**src/rtl/homography_overlap_test_top_defines.svh**
```systemverilog
// Assertion macros for the homography overlap test block.
`ifndef HOMOGRAPHY_OVERLAP_TEST_TOP_DEFINES_SVH
`define HOMOGRAPHY_OVERLAP_TEST_TOP_DEFINES_SVH

// Same-cycle implication, checked out of reset.
`define HOT_CHECK_NOW(label, ante, cons, msg) \
    label: assert property (@(posedge clk) disable iff (!rst_n) (ante) |-> (cons)) \
        else $error(msg);

// Next-cycle implication, checked out of reset.
`define HOT_CHECK_NEXT(label, ante, cons, msg) \
    label: assert property (@(posedge clk) disable iff (!rst_n) (ante) |=> (cons)) \
        else $error(msg);

`endif

```
**src/rtl/hot_pkg.sv**
```systemverilog
// Shared types and constants for the homography overlap test block.
package hot_pkg;

    // Field formats
    localparam int unsigned COORD_W    = 16;
    localparam int unsigned COEF_W     = 40;
    localparam int unsigned PERSP_W    = 32;
    localparam int unsigned THR_W      = 32;
    localparam int unsigned COEF_FRAC  = 24;
    localparam int unsigned COORD_FRAC = 4;
    localparam int unsigned PERSP_FRAC = 31;
    localparam int unsigned PROJ_FRAC  = 8;

    // Extra quotient bits after the integer divide
    localparam int unsigned QSTEPS = PERSP_FRAC + PROJ_FRAC - COEF_FRAC;

    // Quotient saturates at 2^Q_BITS; anything that large always misses
    localparam int unsigned Q_BITS    = 24;
    localparam int unsigned NUM_CELLS = Q_BITS + 1;

    // Datapath widths
    localparam int unsigned PROD_W  = COEF_W + COORD_W + 1;
    localparam int unsigned SUM_W   = PROD_W + 1;
    localparam int unsigned PPROD_W = PERSP_W + COORD_W + 1;
    localparam int unsigned W_W     = PPROD_W + 2;
    localparam int unsigned DIV_W   = W_W + NUM_CELLS;
    localparam int unsigned DIFF_W  = Q_BITS + 3;
    localparam int unsigned MAG_D_W = 22;
    localparam int unsigned SQ_W    = 2 * MAG_D_W;
    localparam int unsigned LIM_SH  = 2 * PROJ_FRAC - 8;

    // Configuration port
    localparam int unsigned CFG_IDX_W  = 4;
    localparam int unsigned CFG_DATA_W = 64;

    typedef enum logic [CFG_IDX_W-1:0] {
        REG_COEF_XX           = 4'd0,
        REG_COEF_XY           = 4'd1,
        REG_COEF_XT           = 4'd2,
        REG_COEF_YX           = 4'd3,
        REG_COEF_YY           = 4'd4,
        REG_COEF_YT           = 4'd5,
        REG_PERSPECTIVE_PAIR  = 4'd6,
        REG_THRESHOLD_SQUARED = 4'd7
    } reg_idx_t;

    typedef struct packed {
        logic [COORD_W-1:0] first_x;
        logic [COORD_W-1:0] first_y;
        logic [COORD_W-1:0] second_x;
        logic [COORD_W-1:0] second_y;
    } in_item_t;

    typedef struct packed {
        logic overlapping;
        logic degenerate;
    } out_item_t;

    typedef struct packed {
        logic signed [COEF_W-1:0]  xx;
        logic signed [COEF_W-1:0]  xy;
        logic signed [COEF_W-1:0]  xt;
        logic signed [COEF_W-1:0]  yx;
        logic signed [COEF_W-1:0]  yy;
        logic signed [COEF_W-1:0]  yt;
        logic signed [PERSP_W-1:0] h20;
        logic signed [PERSP_W-1:0] h21;
    } coef_set_t;

    // Request travelling down the divider chain
    typedef struct packed {
        logic [DIV_W-1:0]     rem_u;
        logic [DIV_W-1:0]     rem_v;
        logic [W_W-1:0]       den;
        logic [NUM_CELLS-1:0] qu;
        logic [NUM_CELLS-1:0] qv;
        logic                 neg_u;
        logic                 neg_v;
        logic                 deg;
        logic [COORD_W-1:0]   sx;
        logic [COORD_W-1:0]   sy;
    } div_item_t;

endpackage

```
**src/rtl/hot_cell.sv**
```systemverilog
// One divider cell: decides one quotient bit for both coordinates.
module hot_cell
    import hot_pkg::*;
#(
    parameter int unsigned SHIFT = 0
)
(
    input  logic      clk,
    input  logic      rst_n,
    input  logic      up_valid,
    input  div_item_t up_item,
    input  logic      dn_ready,
    output logic      up_ready,
    output logic      dn_valid,
    output div_item_t dn_item
);

    logic             valid_reg;
    div_item_t        item_reg, item_next;
    logic [DIV_W-1:0] dsh;
    logic             bit_u, bit_v;

    assign up_ready = !valid_reg || dn_ready;
    assign dn_valid = valid_reg;
    assign dn_item  = item_reg;

    // Restoring step against the shifted divisor
    always_comb
    begin
        dsh   = DIV_W'(up_item.den) << SHIFT;
        bit_u = (up_item.rem_u >= dsh);
        bit_v = (up_item.rem_v >= dsh);
        item_next       = up_item;
        item_next.rem_u = bit_u ? up_item.rem_u - dsh : up_item.rem_u;
        item_next.rem_v = bit_v ? up_item.rem_v - dsh : up_item.rem_v;
        item_next.qu    = {up_item.qu[NUM_CELLS-2:0], bit_u};
        item_next.qv    = {up_item.qv[NUM_CELLS-2:0], bit_v};
    end

    always_ff @(posedge clk or negedge rst_n)
    begin
        if (!rst_n)
            valid_reg <= 1'b0;
        else if (up_ready)
            valid_reg <= up_valid;
    end

    always_ff @(posedge clk)
    begin
        if (up_ready && up_valid)
            item_reg <= item_next;
    end

endmodule

```
**config.mk**
```make
export PLATFORM = sky130hd
export DESIGN_NAME = hot_cell
export DESIGN_NICKNAME = d
export VERILOG_FILES = /design/src/rtl/homography_overlap_test_top_defines.svh /design/src/rtl/hot_pkg.sv /design/src/rtl/hot_cell.sv
export SDC_FILE = /design/constraint.sdc
export NUM_CORES = 1
export LEC_CHECK = 0
export BUFFER_PORTS_ARGS = -buffer_cell sky130_fd_sc_hd__buf_2
export CAP_MARGIN = 20
export CORE_AREA = 2 2 227 229
export DETAILED_ROUTE_END_ITERATION = 8
export DIE_AREA = 0 0 229 231
export PLACE_DENSITY = 0.66
export REMOVE_ABC_BUFFERS = 1
export SKIP_LAST_GASP = 1
export SYNTH_ARGS = -nofsm -noshare
export SYNTH_HDL_FRONTEND = slang
export SYNTH_SLANG_ARGS = --single-unit
```
**constraint.sdc**
```tcl
create_clock -name clk -period 12.1 [get_ports clk]
set_clock_uncertainty 0.2 [all_clocks]
set_input_delay 3.025 -clock clk [delete_from_list [all_inputs] [get_ports clk]]
set_output_delay 3.025 -clock clk [all_outputs]
set_load 0.02 [all_outputs]
```
==> impl_metrics.json <==
{
  "avgSynthCellArea_sq_um": 10.3,
  "clock_tree.buffer_depth": 3,
  "timing.critical_path.from_type": "input port",
  "cp.required_ns": 12.18,
  "drive_above_1_share_pct": 29.8,
  "remaining_drc_errors": 0,
  "total_switching_power_uw": 924,
  "grt_util_all_layers_pct": 22.3,
  "post_cts_buffers": 0,
  "setup_total_negative_slack_ns": 0,
  "core_utilization_of_the_finished_layout_pct": 43.8,
  "p_comb_share_pct": 24.0,
  "finalMaxSlewViolations": 0,
  "critical_path_fanout_max": 73,
  "globalRouteOverflowTotal": 0,
  "worst_hold_slack_ns": 0.354,
  "placedInstanceArea_sq_mm": 0.0209,
  "setup.worst_path.class": "input port to flip-flop",
  "fmax_ghz": 0.144,
  "intPower_mw": 2.15,
  "tightestPinTransition_ns": 1.07,
  "antenna_violating_nets_post_route": 0,
  "regToRegSetupSlack_ns": 9.34,
  "floorplan.core_area_sq_mm": 0.0507,
  "initial_utilization_pct": 34.5,
  "ys_seq_area_share_pct": 49.6,
  "area_added_between_synthesis_and_finish_pct": 27.0,
  "rows": 83,
  "synth_area_sq_mm": 0.0175,
  "post_synth_most_frequent_cells": "edfxtp_1 (288), a21oi_1 (227), nor2_1 (174), nand2_1 (119), ha_1 (102)",
  "hpwlAfterDp_microns": 50500,
  "run_status": "finished, final reports clean",
  "via_count": 15482,
  "grt_first_pass_wirelength_microns": 90300,
  "post-synth-top-count-cell": "edfxtp_1",
  "synthFlopType": "edfxtp_1",
  "min-delay-path-class": "flip-flop to flip-flop",
  "critical_path.endpoint_type": "flip-flop",
  "fp.dieArea_sq_mm": 0.0529,
  "port_buffers": 579,
  "cts_max_level": 2,
  "syn_inst": 1700,
  "arr_time_crit_path_ns": 7.01,
  "1st_pass_router_iterations": 7,
  "post-place-ws_ns": 4.69,
  "layout_min_cycle_time_ns": 6.93,
  "synthDominantAreaCellType": "edfxtp_1",
  "dieHeight_microns": 231,
  "asyncSetResetFlopFracSynth_pct": 0.346,
  "final.period_utilization_pct": 57.3,
  "layout.nets": 2647,
  "die_width_microns": 229,
  "clk_latency_ns": 0.53,
  "detail_route.vias_per_cell": 5.22,
  "number_of_synthesized_flops_with_an_enable_pin": 288,
  "fin_cells": 2967,
  "power.switching_fraction_pct": 30.1,
  "power.density_mw_per_mm2": 138,
  "post_cts_resize_count": 0,
  "post-route-cell-area_sq_mm": 0.0222,
  "cap_violations": 0,
  "wire_per_inst_microns": 21.0,
  "final_critical_path_setup_slack_ns": 5.17,
  "cts_bufs_inserted": 35,
  "synth.ff_latch_count": 289,
  "yosysWarnings": 0,
  "number_of_drc_markers_in_iteration_0": 1020,
  "grt_start_max_net_pins": 86,
  "cts.root.buffer_cell": "clkbuf_16",
  "detail_route.wirelength_microns": 62200,
  "setup_viol": 0,
  "slew-limit-headroom_pct": 28.5,
  "nFillCells": 4922,
  "netlist_top_cells_area": "edfxtp_1 (49%), ha_1 (7.3%), a21oi_1 (6.5%)",
  "finalWeightedCongestion": 0.937,
  "cts_tree": "yes",
  "pwr-share-clk_pct": 35.9,
  "pwr-share-seq_pct": 40.2,
  "numPlacedInstances": 2893,
  "setup_repair_after_global_routing_missed_its_margin": "false",
  "synth_top_cell_area_share_pct": 49.5,
  "vias_in_the_first_global_route": 15062,
  "static_leakage_power_nw": 9.35,
  "cts-hold-fix-buffers": 0,
  "grt_antenna_before_repair": 10,
  "clk_transition_reported_paths_ns": 0.06,
  "post_synth_num_cell_types": 78,
  "tritoncts_num_sinks": 289,
  "final-hold-violation-count": 0,
  "ir_drop_mv": 0.0824,
  "i_o_pins": 582,
  "report.power.total_mw": 3.07
}
==> area by class of cell <==
class / instances / area, sq um / share of cell area (%)
diodes: 10 / 25.0 / 0.113
clock buffers: 42 / 955 / 4.30
clock inverters: 21 / 241 / 1.09
inverters: 96 / 360 / 1.62
multi-input cells: 1243 / 8120 / 36.6
flip-flops and latches: 289 / 8670 / 39.1
well taps: 680 / 851 / 3.83
repair buffers: 586 / 2970 / 13.4
==> cell usage in the layout (no fill, tap or decap), types with 9 or more instances in the layout <==
cell and instances:
a31oi_1 16, o21bai_1 31, nand2_1 119, buf_2 579
inv_1 92, a21oi_1 227, clkbuf_16 37, nor2b_1 11
or3_1 9, nand3_1 30, edfxtp_1 288, o21a_1 14
or4_1 9, nor2_1 174, ha_1 102, nand2b_1 15
diode_2 10, o21ai_0 77, nor4_1 14, nand4_1 41
xnor2_1 73, a21o_1 41, mux2_1 14, nor3_1 38
xor2_1 69
==> kinds of logic after synthesis <==
logic type / after synthesis / share of synthesized area (%)
and+or+nand+nor: 505 / 14.3
AOI/OAI and AO/OA: 476 / 16.4
DFF: 289 / 49.6
buffers and inverters: 168 / 4.00
xor gates and xnor gates: 143 / 7.21
adders and majority gates: 104 / 7.53
muxes: 15 / 0.959
==> critical path: stages <==
cell and delay, ns:
buf_2 0.13, ha_1 0.23, fa_1 0.43, nor2b_1 0.16, o31a_1 0.32, nand2_1 0.13
a311oi_1 0.43, o21bai_1 0.18, a21oi_2 0.39, a21o_4 0.40, buf_4 0.66, mux2_1 0.39
==> path summary, 6_finish.rpt <==
kind,start,to,depth (start not counted)
max in group asynchronous,rst_n,dn_valid$_DFFE_PN0N_,1
max reg2reg,dn_valid$_DFFE_PN0N_,dn_item[227]$_DFFE_PP_,3
min,dn_valid$_DFFE_PN0N_,dn_valid$_DFFE_PN0N_,2
max,up_item[85],dn_item[215]$_DFFE_PP_,12
min reg2reg,dn_valid$_DFFE_PN0N_,dn_valid$_DFFE_PN0N_,2
min in group asynchronous,rst_n,dn_valid$_DFFE_PN0N_,1
==> routing by layer <==
| layer | routed length [microns] | GRT usage [%] | vias to the layer above |
|---|---|---|---|
| met3 | 3930 | 3.87 | 81 |
| li1 | - | - | 7392 |
| met2 | 29700 | 37.2 | 561 |
| met5 | 13 | 0 | - |
| met4 | 1490 | 6.45 | 2 |
| met1 | 27000 | 29.7 | 7446 |
==> registers in the layout, summed over array words and instances, names as in the netlist <==
signal,cells
dn_valid,1
dn_item,288
==> power groups by stage <==
stage	Sequential (mW)	Combinational, mW	Clock, mW
3_3_place_gp	1.25	0.724	0
6_report	1.23	0.736	1.10
4_1_cts	1.24	0.734	1.13
3_5_place_dp	1.25	0.729	0
2_1_floorplan	1.36	0.364	0
5_1_grt	1.24	0.799	1.16
(Power assumes the default switching activity.)
