`src/rtl/homography_overlap_test_top_defines.svh`:
```
// Assertion macros for the homography overlap test block.
`ifndef HOMOGRAPHY_OVERLAP_TEST_TOP_DEFINES_SVH
`define HOMOGRAPHY_OVERLAP_TEST_TOP_DEFINES_SVH

// Same-cycle implication, checked out of reset.
`define HOT_CHECK_NOW(label, ante, cons, msg) \
    label: assert property (@(posedge clk) disable iff (!rst_n) (ante) |-> (cons)) \
        else $error(msg);

// Next-cycle implication, checked out of reset.
`define HOT_CHECK_NEXT(label, ante, cons, msg) \
    label: assert property (@(posedge clk) disable iff (!rst_n) (ante) |=> (cons)) \
        else $error(msg);

`endif

```
`src/rtl/hot_pkg.sv`:
```
// Shared types and constants for the homography overlap test block.
package hot_pkg;

    // Field formats
    localparam int unsigned COORD_W    = 16;
    localparam int unsigned COEF_W     = 40;
    localparam int unsigned PERSP_W    = 32;
    localparam int unsigned THR_W      = 32;
    localparam int unsigned COEF_FRAC  = 24;
    localparam int unsigned COORD_FRAC = 4;
    localparam int unsigned PERSP_FRAC = 31;
    localparam int unsigned PROJ_FRAC  = 8;

    // Extra quotient bits after the integer divide
    localparam int unsigned QSTEPS = PERSP_FRAC + PROJ_FRAC - COEF_FRAC;

    // Quotient saturates at 2^Q_BITS; anything that large always misses
    localparam int unsigned Q_BITS    = 24;
    localparam int unsigned NUM_CELLS = Q_BITS + 1;

    // Datapath widths
    localparam int unsigned PROD_W  = COEF_W + COORD_W + 1;
    localparam int unsigned SUM_W   = PROD_W + 1;
    localparam int unsigned PPROD_W = PERSP_W + COORD_W + 1;
    localparam int unsigned W_W     = PPROD_W + 2;
    localparam int unsigned DIV_W   = W_W + NUM_CELLS;
    localparam int unsigned DIFF_W  = Q_BITS + 3;
    localparam int unsigned MAG_D_W = 22;
    localparam int unsigned SQ_W    = 2 * MAG_D_W;
    localparam int unsigned LIM_SH  = 2 * PROJ_FRAC - 8;

    // Configuration port
    localparam int unsigned CFG_IDX_W  = 4;
    localparam int unsigned CFG_DATA_W = 64;

    typedef enum logic [CFG_IDX_W-1:0] {
        REG_COEF_XX           = 4'd0,
        REG_COEF_XY           = 4'd1,
        REG_COEF_XT           = 4'd2,
        REG_COEF_YX           = 4'd3,
        REG_COEF_YY           = 4'd4,
        REG_COEF_YT           = 4'd5,
        REG_PERSPECTIVE_PAIR  = 4'd6,
        REG_THRESHOLD_SQUARED = 4'd7
    } reg_idx_t;

    typedef struct packed {
        logic [COORD_W-1:0] first_x;
        logic [COORD_W-1:0] first_y;
        logic [COORD_W-1:0] second_x;
        logic [COORD_W-1:0] second_y;
    } in_item_t;

    typedef struct packed {
        logic overlapping;
        logic degenerate;
    } out_item_t;

    typedef struct packed {
        logic signed [COEF_W-1:0]  xx;
        logic signed [COEF_W-1:0]  xy;
        logic signed [COEF_W-1:0]  xt;
        logic signed [COEF_W-1:0]  yx;
        logic signed [COEF_W-1:0]  yy;
        logic signed [COEF_W-1:0]  yt;
        logic signed [PERSP_W-1:0] h20;
        logic signed [PERSP_W-1:0] h21;
    } coef_set_t;

    // Request travelling down the divider chain
    typedef struct packed {
        logic [DIV_W-1:0]     rem_u;
        logic [DIV_W-1:0]     rem_v;
        logic [W_W-1:0]       den;
        logic [NUM_CELLS-1:0] qu;
        logic [NUM_CELLS-1:0] qv;
        logic                 neg_u;
        logic                 neg_v;
        logic                 deg;
        logic [COORD_W-1:0]   sx;
        logic [COORD_W-1:0]   sy;
    } div_item_t;

endpackage

```
`src/rtl/hot_back.sv`:
```
// Back end: projected point, clamped differences, squared distance test.
module hot_back
    import hot_pkg::*;
(
    input  logic             clk,
    input  logic             rst_n,
    input  logic             up_valid,
    input  div_item_t        up_item,
    input  logic [THR_W-1:0] thr,
    input  logic             dn_ready,
    output logic             up_ready,
    output logic             dn_valid,
    output out_item_t        dn_item
);

    logic [MAG_D_W-1:0] ax_reg, ay_reg;
    logic [SQ_W-1:0]    sqx_reg, sqy_reg;
    logic               deg1_reg, deg2_reg;
    logic               v1_reg, v2_reg, v3_reg;
    logic               ready1, ready2, ready3;
    out_item_t          out_reg, out_next;
    logic [SQ_W:0]      dist2, limit;

    // |second - projected|, clamped; large quotients saturate first
    function automatic logic [MAG_D_W-1:0] diff_mag(
        input logic [NUM_CELLS-1:0] q,
        input logic                 neg,
        input logic [COORD_W-1:0]   s
    );
        logic [NUM_CELLS-1:0]     qv;
        logic signed [DIFF_W-1:0] proj;
        logic signed [DIFF_W-1:0] diff;
        logic [DIFF_W-1:0]        mag;
        qv   = q[Q_BITS] ? NUM_CELLS'(1) << Q_BITS : {1'b0, q[Q_BITS-1:0]};
        proj = neg ? -$signed(DIFF_W'(qv)) : $signed(DIFF_W'(qv));
        diff = $signed(DIFF_W'({s, {(PROJ_FRAC - COORD_FRAC){1'b0}}})) - proj;
        mag  = diff[DIFF_W-1] ? DIFF_W'(-diff) : DIFF_W'(diff);
        if (mag > (DIFF_W'(1) << (MAG_D_W - 1)))
            mag = DIFF_W'(1) << (MAG_D_W - 1);
        return mag[MAG_D_W-1:0];
    endfunction

    assign ready3   = !v3_reg || dn_ready;
    assign ready2   = !v2_reg || ready3;
    assign ready1   = !v1_reg || ready2;
    assign up_ready = ready1;
    assign dn_valid = v3_reg;
    assign dn_item  = out_reg;

    // Final compare against the scaled limit
    always_comb
    begin
        dist2 = (SQ_W + 1)'(sqx_reg) + (SQ_W + 1)'(sqy_reg);
        limit = (SQ_W + 1)'(thr) << LIM_SH;
        out_next.degenerate  = deg2_reg;
        out_next.overlapping = !deg2_reg && (dist2 < limit);
    end

    always_ff @(posedge clk or negedge rst_n)
    begin
        if (!rst_n)
        begin
            v1_reg <= 1'b0;
            v2_reg <= 1'b0;
            v3_reg <= 1'b0;
        end
        else
        begin
            if (ready1) v1_reg <= up_valid;
            if (ready2) v2_reg <= v1_reg;
            if (ready3) v3_reg <= v2_reg;
        end
    end

    always_ff @(posedge clk)
    begin
        if (ready1 && up_valid)
        begin
            ax_reg   <= diff_mag(up_item.qu, up_item.neg_u, up_item.sx);
            ay_reg   <= diff_mag(up_item.qv, up_item.neg_v, up_item.sy);
            deg1_reg <= up_item.deg;
        end
        if (ready2 && v1_reg)
        begin
            sqx_reg  <= SQ_W'(ax_reg) * SQ_W'(ax_reg);
            sqy_reg  <= SQ_W'(ay_reg) * SQ_W'(ay_reg);
            deg2_reg <= deg1_reg;
        end
        if (ready3 && v2_reg)
            out_reg <= out_next;
    end

endmodule

```
`config.mk`:
```
export PLATFORM = sky130hd
export DESIGN_NAME = hot_back
export DESIGN_NICKNAME = d
export VERILOG_FILES = /design/src/rtl/homography_overlap_test_top_defines.svh /design/src/rtl/hot_pkg.sv /design/src/rtl/hot_back.sv
export SDC_FILE = /design/constraint.sdc
export NUM_CORES = 2
export LEC_CHECK = 0
export ABC_AREA = 1
export BUFFER_PORTS_ARGS = -buffer_cell sky130_fd_sc_hd__buf_2
export CORE_MARGIN = 2
export CORE_UTILIZATION = 45
export DETAILED_ROUTE_END_ITERATION = 7
export GPL_ROUTABILITY_DRIVEN = 0
export MAX_ROUTING_LAYER = met4
export SKIP_CTS_REPAIR_TIMING = 1
export SKIP_LAST_GASP = 1
export SYNTH_ARGS = -nofsm -noshare
export SYNTH_HDL_FRONTEND = slang
export SYNTH_SLANG_ARGS = --single-unit
export TNS_END_PERCENT = 1
```
`constraint.sdc`:
```
create_clock -name clk -period 9.3 [get_ports clk]
set_clock_uncertainty 0.05 [all_clocks]
set_input_delay 0.465 -clock clk [delete_from_list [all_inputs] [get_ports clk]]
set_output_delay 0.465 -clock clk [all_outputs]
set_load 0.02 [all_outputs]
```
==> metrics.cfg <==
[sta]
max_freq_mhz = 129
rsz0062_at_grt = no
finalSetupViolCount = 0
setup-tns-final_ps = 0
hold_violations = 0
worstMarginPinSlew_ps = 1130
min_period_ps = 7770
maxSlewHeadroom = 0.242
drv_slew = 0
post-route-period-util = 0.835

[worst_setup_path]
required_ps = 9470
crit_path_start_kind = flop
critical_path_peak_fanout = 22
cp-end-kind = flop
critical_path_class = flop to flop
arrival_ps = 7930

[logic_synthesis]
synth_ff_type = edfxtp_1
ys_ff_latch = 135
synth_cell_types = 56
synth_warnings = 0
async_reset_ff_frac = 0.0222
syn_inst = 5233
syn_avg_cell_area_um2 = 7.88
synth_top_area_cell = fa_1
syn_area_mm2 = 0.0412
synth_edf_count = 132
yosys-top-cells-count = 1394 x inv_1, 1088 x nand2_1, 683 x fa_1, 440 x ha_1, 304 x nor2_1
synth_top_area_share = 0.332
synth_fp_nets = 6680
synth-seq-area-share = 0.0980
synth_area_leaders = fa_1 33%, ha_1 13%, inv_1 13%, nand2_1 9.9%, edfxtp_1 9.6%
post-synth-top-count-cell = inv_1

[hold_path]
hp-class = input pin to flop

[global_routing]
grt_max_degree = 60
grt_first_pass_wirelength_um = 166000
antenna_found_initial = 7
grt_overflow_total = 0
first_global_vias = 32875
grtUsageTotal = 0.226

[drt]
avgRoutedWirePerCell_um = 15.1
ant_nets = 0
avgViaCountPerCell = 4.95
vias = 32248
drt_iter0_markers = 1735
totalWireLength_um = 98300
drc_errors = 0
detail_route.first_pass.iterations = 6

[floorplan]
dieWidth_um = 307
start_util = 0.452
core-area_mm2 = 0.0912
die_y_um = 307
die_area_mm2 = 0.0941
rows = 111
io_pins = 328

[job]
cap_violations = 0

[clocking]
clkLatencyLatePin_ps = 480
cts.clk_slew.worst_paths_ps = 80
clock_path_buffers = 2
cts_root_buf = clkbuf_16
htree_levels = 4
numCtsBuffers = 17
numClockSinks = 135
cts_tree = done

[final_layout]
final_area_mm2 = 0.0437
regArea_mm2 = 0.00404
n_fill_cell = 9033
drive_gt1_frac = 0.0654
nets = 6752
multi_input_area_mm2 = 0.0313
area_growth_pct = 5.97

[placed_design]
hpwl_um = 85100
portBuffers = 124
dpl_cell_area_mm2 = 0.0431

[outcome]
status = complete, no violations

cells by family (layout without fill, tap and decap cells):
group,Yosys count,count (layout),synth area share
AOI/OAI and AO/OA,532,532,0.0767
xor gates and xnor gates,214,214,0.0455
adders and majority gates,1123,1123,0.465
buffers and inverters,1534,1619,0.143
DFF,135,135,0.0980
other,0,7,0
and+or+nand+nor,1695,1695,0.172
area by class of cell:
cell class | count | area share
multi-input combinational | 3564 | 0.717
clock buffer | 18 | 0.00982
inverter | 1415 | 0.122
timing repair buffer | 172 | 0.0225
sequential | 135 | 0.0924
clock inverter | 14 | 0.00272
tap | 1186 | 0.0340
antenna | 7 | 0.000401
worst max-delay path: stages, from the launching register on:
cell	delay [ps]
edfxtp_1	1060
nand2_1	260
fa_1	590
inv_1	50
fa_1	500
inv_1	50
fa_1	470
inv_1	50
fa_1	480
fa_1	500
fa_1	490
inv_1	50
fa_1	470
inv_1	40
ha_1	390
nand2_1	110
nor2_1	200
inv_1	90
nor3_1	180
a21oi_1	150
o21ai_0	400
nand2_1	100
nand2_1	140
a21oi_1	110
o21ai_0	280
nand2_1	80
nand2_1	80
xor2_1	60
per-stage QoR:
stage	hold slack, ps	setup WS [ps]	util	cells
after floorplan	119	2520	-	5233
after global placement	215	1720	0.473	6471
after detailed placement	216	1670	0.473	6471
after CTS	-313	1630	0.479	6503
after global routing	91.6	1130	0.479	6510
final	109	1530	0.479	6511
cells in the final DEF (no fill, tap or decap), types with 7 or more instances in the layout:
| cell type | synthesis | final |
|---|---|---|
| a21boi_0 | 7 | 7 |
| a21o_1 | 14 | 14 |
| a21oi_1 | 222 | 222 |
| a21oi_2 | 38 | 38 |
| a31oi_1 | 30 | 30 |
| buf_2 | 1 | 124 |
| buf_4 | 9 | 47 |
| clkbuf_16 | 0 | 17 |
| diode_2 | 0 | 7 |
| edfxtp_1 | 132 | 132 |
| fa_1 | 683 | 683 |
| ha_1 | 440 | 440 |
| inv_1 | 1394 | 1392 |
| inv_2 | 20 | 21 |
| nand2_1 | 1088 | 1088 |
| nand2_2 | 24 | 24 |
| nand3_1 | 151 | 151 |
| nand3_2 | 13 | 13 |
| nand3b_1 | 8 | 8 |
| nand4_1 | 39 | 39 |
| nor2_1 | 304 | 304 |
| nor2_2 | 12 | 12 |
| nor2_4 | 9 | 9 |
| nor3_1 | 18 | 18 |
| nor4_1 | 11 | 11 |
| o211ai_1 | 13 | 13 |
| o21a_1 | 18 | 18 |
| o21ai_0 | 116 | 116 |
| o21ai_1 | 16 | 16 |
| o21ai_2 | 7 | 7 |
| o21bai_1 | 14 | 14 |
| o31ai_1 | 9 | 9 |
| xnor2_1 | 85 | 85 |
| xor2_1 | 129 | 129 |
worst paths after layout:
path	slack [ps]	end	cells past startpoint	start
max	1530	sqx_reg[41]	27	ax_reg[18]
min	110	deg1_reg	1	up_item[32]
max reg2reg	1530	sqx_reg[41]	27	ax_reg[18]
min reg2reg	370	deg2_reg	0	deg1_reg
max in group asynchronous	8850	v2_reg	2	rst_n
min in group asynchronous	250	v1_reg	2	rst_n
per-layer routing:
metal,global-route usage,part of all wire,vias to the layer above
met3,0.0221,0.047,108
met4,0.0440,0.017,0
li1,-,-,15949
met5,-,0,-
met2,0.363,0.46,744
met1,0.313,0.47,15447
Power is not shown: default switching activity piles up to over one toggle a cycle in this logic, so the estimate is an artifact.
